## config.mk

```make
export PLATFORM = sky130hd
export DESIGN_NAME = ptoe_cmp
export DESIGN_NICKNAME = d
export VERILOG_FILES = /design/src/ptoe_pkg.sv /design/src/ptoe_cmp.sv
export SDC_FILE = /design/constraint.sdc
export NUM_CORES = 1
export LEC_CHECK = 0
export BUFFER_PORTS_ARGS = -buffer_cell sky130_fd_sc_hd__buf_4
export CAP_MARGIN = 25
export CORE_AREA = 2 2 69 71
export DETAILED_ROUTE_END_ITERATION = 12
export DIE_AREA = 0 0 71 73
export PLACE_DENSITY = 0.82
export SETUP_SLACK_MARGIN = 0.5
export SYNTH_ARGS = -nofsm -noshare
export SYNTH_HDL_FRONTEND = slang
export SYNTH_SLANG_ARGS = --single-unit
```

## constraint.sdc

```tcl
create_clock -name vclk -period 3.2
set_clock_uncertainty 0.1 [all_clocks]
set_input_delay 0.48 -clock vclk [all_inputs]
set_output_delay 0.48 -clock vclk [all_outputs]
set_load 0.03 [all_outputs]
```

## src/ptoe_pkg.sv

```systemverilog
// ----------------------------------------------------------------------------
// ptoe_pkg: shared types and helpers for the peer table
// Entry and request layouts, request and status codes, and the update merge.
// ----------------------------------------------------------------------------
package ptoe_pkg;

  localparam int unsigned TABLE_DEPTH = 64;
  localparam int unsigned IDX_W = (TABLE_DEPTH > 1) ? $clog2(TABLE_DEPTH) : 1;
  localparam int unsigned CNT_W = IDX_W + 1;
  localparam int unsigned SLOT_W = 6;
  localparam int unsigned OCC_W = 7;

  typedef enum logic [2:0] {
    RQ_SIGNAL = 3'd0,
    RQ_USER   = 3'd1,
    RQ_TELEM  = 3'd2,
    RQ_LOOKUP = 3'd3,
    RQ_REMOVE = 3'd4
  } req_e;

  typedef enum logic [2:0] {
    ST_EXIST   = 3'd0,
    ST_NEW     = 3'd1,
    ST_EVICT   = 3'd2,
    ST_MISS    = 3'd3,
    ST_REMOVED = 3'd4
  } status_e;

  typedef struct packed {
    logic [31:0]        key;
    logic [31:0]        heard;
    logic signed [8:0]  rssi;
    logic signed [15:0] snr;
    logic [7:0]         hops;
    logic [7:0]         battery;
    logic [7:0]         model;
    logic               user_known;
  } entry_t;

  typedef struct packed {
    logic [2:0]         req_type;
    logic [31:0]        node_id;
    logic [31:0]        now_seconds;
    logic signed [8:0]  rssi_dbm;
    logic signed [15:0] snr_tenths;
    logic [7:0]         hop_count;
    logic [7:0]         model_code;
    logic [7:0]         batt_pct;
    logic               has_battery;
  } req_t;

  // Result of the shared compare unit.
  typedef struct packed {
    logic key_eq;
    logic heard_lt;
  } cmp_t;

  // Merges the fields of an update request into an entry and stamps the time.
  function automatic entry_t apply_update(entry_t ent, req_t rq);
    entry_t res;
    res = ent;
    case (rq.req_type)
      RQ_SIGNAL: begin
        res.rssi = rq.rssi_dbm;
        res.snr  = rq.snr_tenths;
        res.hops = rq.hop_count;
      end
      RQ_USER: begin
        res.model      = rq.model_code;
        res.user_known = 1'b1;
      end
      default: begin
        if (rq.has_battery) begin
          res.battery = rq.batt_pct;
        end
      end
    endcase
    res.heard = rq.now_seconds;
    return res;
  endfunction

endpackage

```

## src/ptoe_cmp.sv

```systemverilog
// ----------------------------------------------------------------------------
// ptoe_cmp: shared compare unit
// Key equality for the search and last-heard ordering for the oldest scan.
// ----------------------------------------------------------------------------
module ptoe_cmp import ptoe_pkg::*; (
  input  logic [31:0] key_i,
  input  logic [31:0] heard_i,
  input  entry_t      entry_i,
  output cmp_t        cmp_o
);

  assign cmp_o.key_eq   = (entry_i.key == key_i);
  assign cmp_o.heard_lt = (entry_i.heard < heard_i);

endmodule

```

==> impl_metrics.csv <==
group,metric,value,unit
run_status,status,"finished, final reports clean",
floorplanning,die_h,73,um
final_layout,seq_cell_count,0,
routing,drt_first_iter_violations,20,
clock_tree,cts_setup_buffers,0,
final_layout,num_antenna_cells,0,
timing,hold_viol_final,0,
timing,layout_min_cycle_time,2680,ps
routing,via_per_inst,4.43,
final_layout,drive_gt1_share,47.9,%
final_layout,final_cell_mix,"buf_4, xor2_1, inv_1, ha_1, a21oi_1",
synth,ys_seq_area_share,0,%
global_routing,grt_antenna_before_repair,0,
power,switching_share,36.2,%
clock_tree,ctsHoldBuffers,0,
timing,tns,0,ps
global_routing,grt_overflow_total,0,
worst_setup_path,path_class,"input pin to output port",
synth,synth.largest_area_cell,"ha_1",
timing,relSlewSlack,77.5,%
power,pwr-share-seq,0,%
floorplanning,core-area,4540,um^2
worst_setup_path,crit_required,2620,ps
power,pwr-share-comb,100.0,%
routing,first_pass_iters,4,
final_layout,layout.nets,493,
power,power.switching,91.6,uW
timing,tightest_slew,334,ps
timing,slew_viol_final,0,
synth,synth_cell_type_count,21,
synth,syn_inst,152,
power,ir_drop,49.2,uV
power,p_clk_share,0,%
worst_setup_path,worstSetupStartpointType,"input pin",
synth,ys_warn_count,0,
global_routing,grt_pass1_wl,5.94,mm
synth,synth_area_per_cell,7.54,um^2
global_routing,grt_max_degree,4,
floorplanning,num_rows,25,
floorplanning,pin_count,180,
power,leakagePower,0.00127,uW
global_routing,grt_pass1_vias,1463,
synth,syn_nets,361,
placement,io_buffers,130,
placement,post-place-ws,474,ps
routing,ant_nets,0,
synth,yosysTopAreaCellShare,33.8,%
power,internal-power,161,uW
placement,gp_congestion,0.777,
timing,fmax,373,MHz
final_layout,nFillCells,454,
power,p_per_area,115,nW/um^2
placement,dp_hpwl,3.54,mm
routing,routed_wl,3.62,mm
timing,worst_slack,520,ps
timing,rsz0062_at_grt,"yes",
worst_setup_path,crit_path_max_fanout,1,
floorplanning,dieArea,5180,um^2
min_path,hp-class,"input pin to output port",
routing,routedWlPerCell,10.8,um
final_layout,ff_latch_area,0,um^2
floorplanning,initial_core_util,25.3,%
worst_setup_path,cp.arrival,2100,ps
routing,remaining_drc_errors,0,
timing,final.period_utilization,83.7,%
final_layout,n_clock_buffer,0,
final_layout,area_growth,92.2,%
synth,synth_area_leaders,"ha_1, xor2_1, inv_1",
flow_run,max_cap_viol_count,0,
routing,via_count,1489,
floorplanning,die_w,71,um
worst_setup_path,cp-end-kind,"output port",
synth,syn_area,1150,um^2
final_layout,final_common_cell,"buf_4",
global_routing,grtUsageTotal,13.4,%
timing,setup_violations,0,
[Yosys cell counts]
library cell / n
a2111oi_4: 1
a21boi_0: 1
a21o_1: 2
a21oi_1: 11
a221oi_1: 2
and4_1: 3
ha_1: 31
inv_1: 31
nand2_1: 9
nand2b_4: 1
nand3_1: 2
nand4_1: 4
nor2_1: 4
nor3_1: 1
nor4_1: 8
nor4b_1: 1
o21a_1: 2
o21ai_0: 4
o2bb2ai_1: 1
or4_1: 1
xor2_1: 32
[critical path, stage by stage]
cell,delay [ps]
buf_4,80
inv_1,30
ha_1,320
a2111oi_4,320
nor4b_2,90
or4_4,490
a21oi_2,120
buf_4,170
[logic make-up after synthesis]
| logic type | count (synthesis) | share of synthesized area, % |
|---|---|---|
| and+or+nand+nor | 34 | 17.0 |
| adders and majority gates | 31 | 33.8 |
| buffers and inverters | 31 | 10.2 |
| AOI/OAI and AO/OA | 24 | 14.5 |
| xor gates and xnor gates | 32 | 24.5 |
[metal layers]
layer	global-route usage, %	vias up	share of wire (%)
li1	-	785	-
met1	17.2	652	36
met2	26.3	52	57
met3	0.691	0	6.6
met4	0	0	0
met5	0	-	0
[final cells by class]
class / instances / area (um^2) / area share, %
Multi-Input combinational cell: 121 / 1040 / 47.4
Inverter: 31 / 116 / 5.28
Timing Repair Buffer: 130 / 976 / 44.3
Tap cell: 54 / 67.6 / 3.07
[through the flow]
stage	hold slack (ps)	utilization, %	cell area [um^2]	cells	total power, uW
2_1_floorplan	1200	-	1150	152	102
3_3_place_gp	1370	48.3	2190	336	245
3_5_place_dp	1370	48.3	2190	336	252
4_1_cts	1380	48.3	2190	336	254
5_1_grt	1420	48.6	2200	336	285
6_report	1380	48.6	2200	336	253
[worst paths after layout]
| check | from | end | slack, ps | cells past startpoint |
|---|---|---|---|---|
| max | heard_i[1] | cmp_o[0] | 520 | 8 |
| min | key_i[17] | cmp_o[1] | 1380 | 6 |
[repair_timing]
action / in CTS / in global routing
setup endpoints to repair: 1 / 1
resized for setup: 0 / 3
pin swaps: 0 / 0
[power by group through the flow]
stage               registers [uW]  logic, uW  clock network, uW
finish                           0        253                  0
global route                     0        285                  0
floorplan                        0        102                  0
detailed placement               0        252                  0
CTS                              0        254                  0
global placement                 0        245                  0
Note: power is estimated with default switching activity, not from simulation.
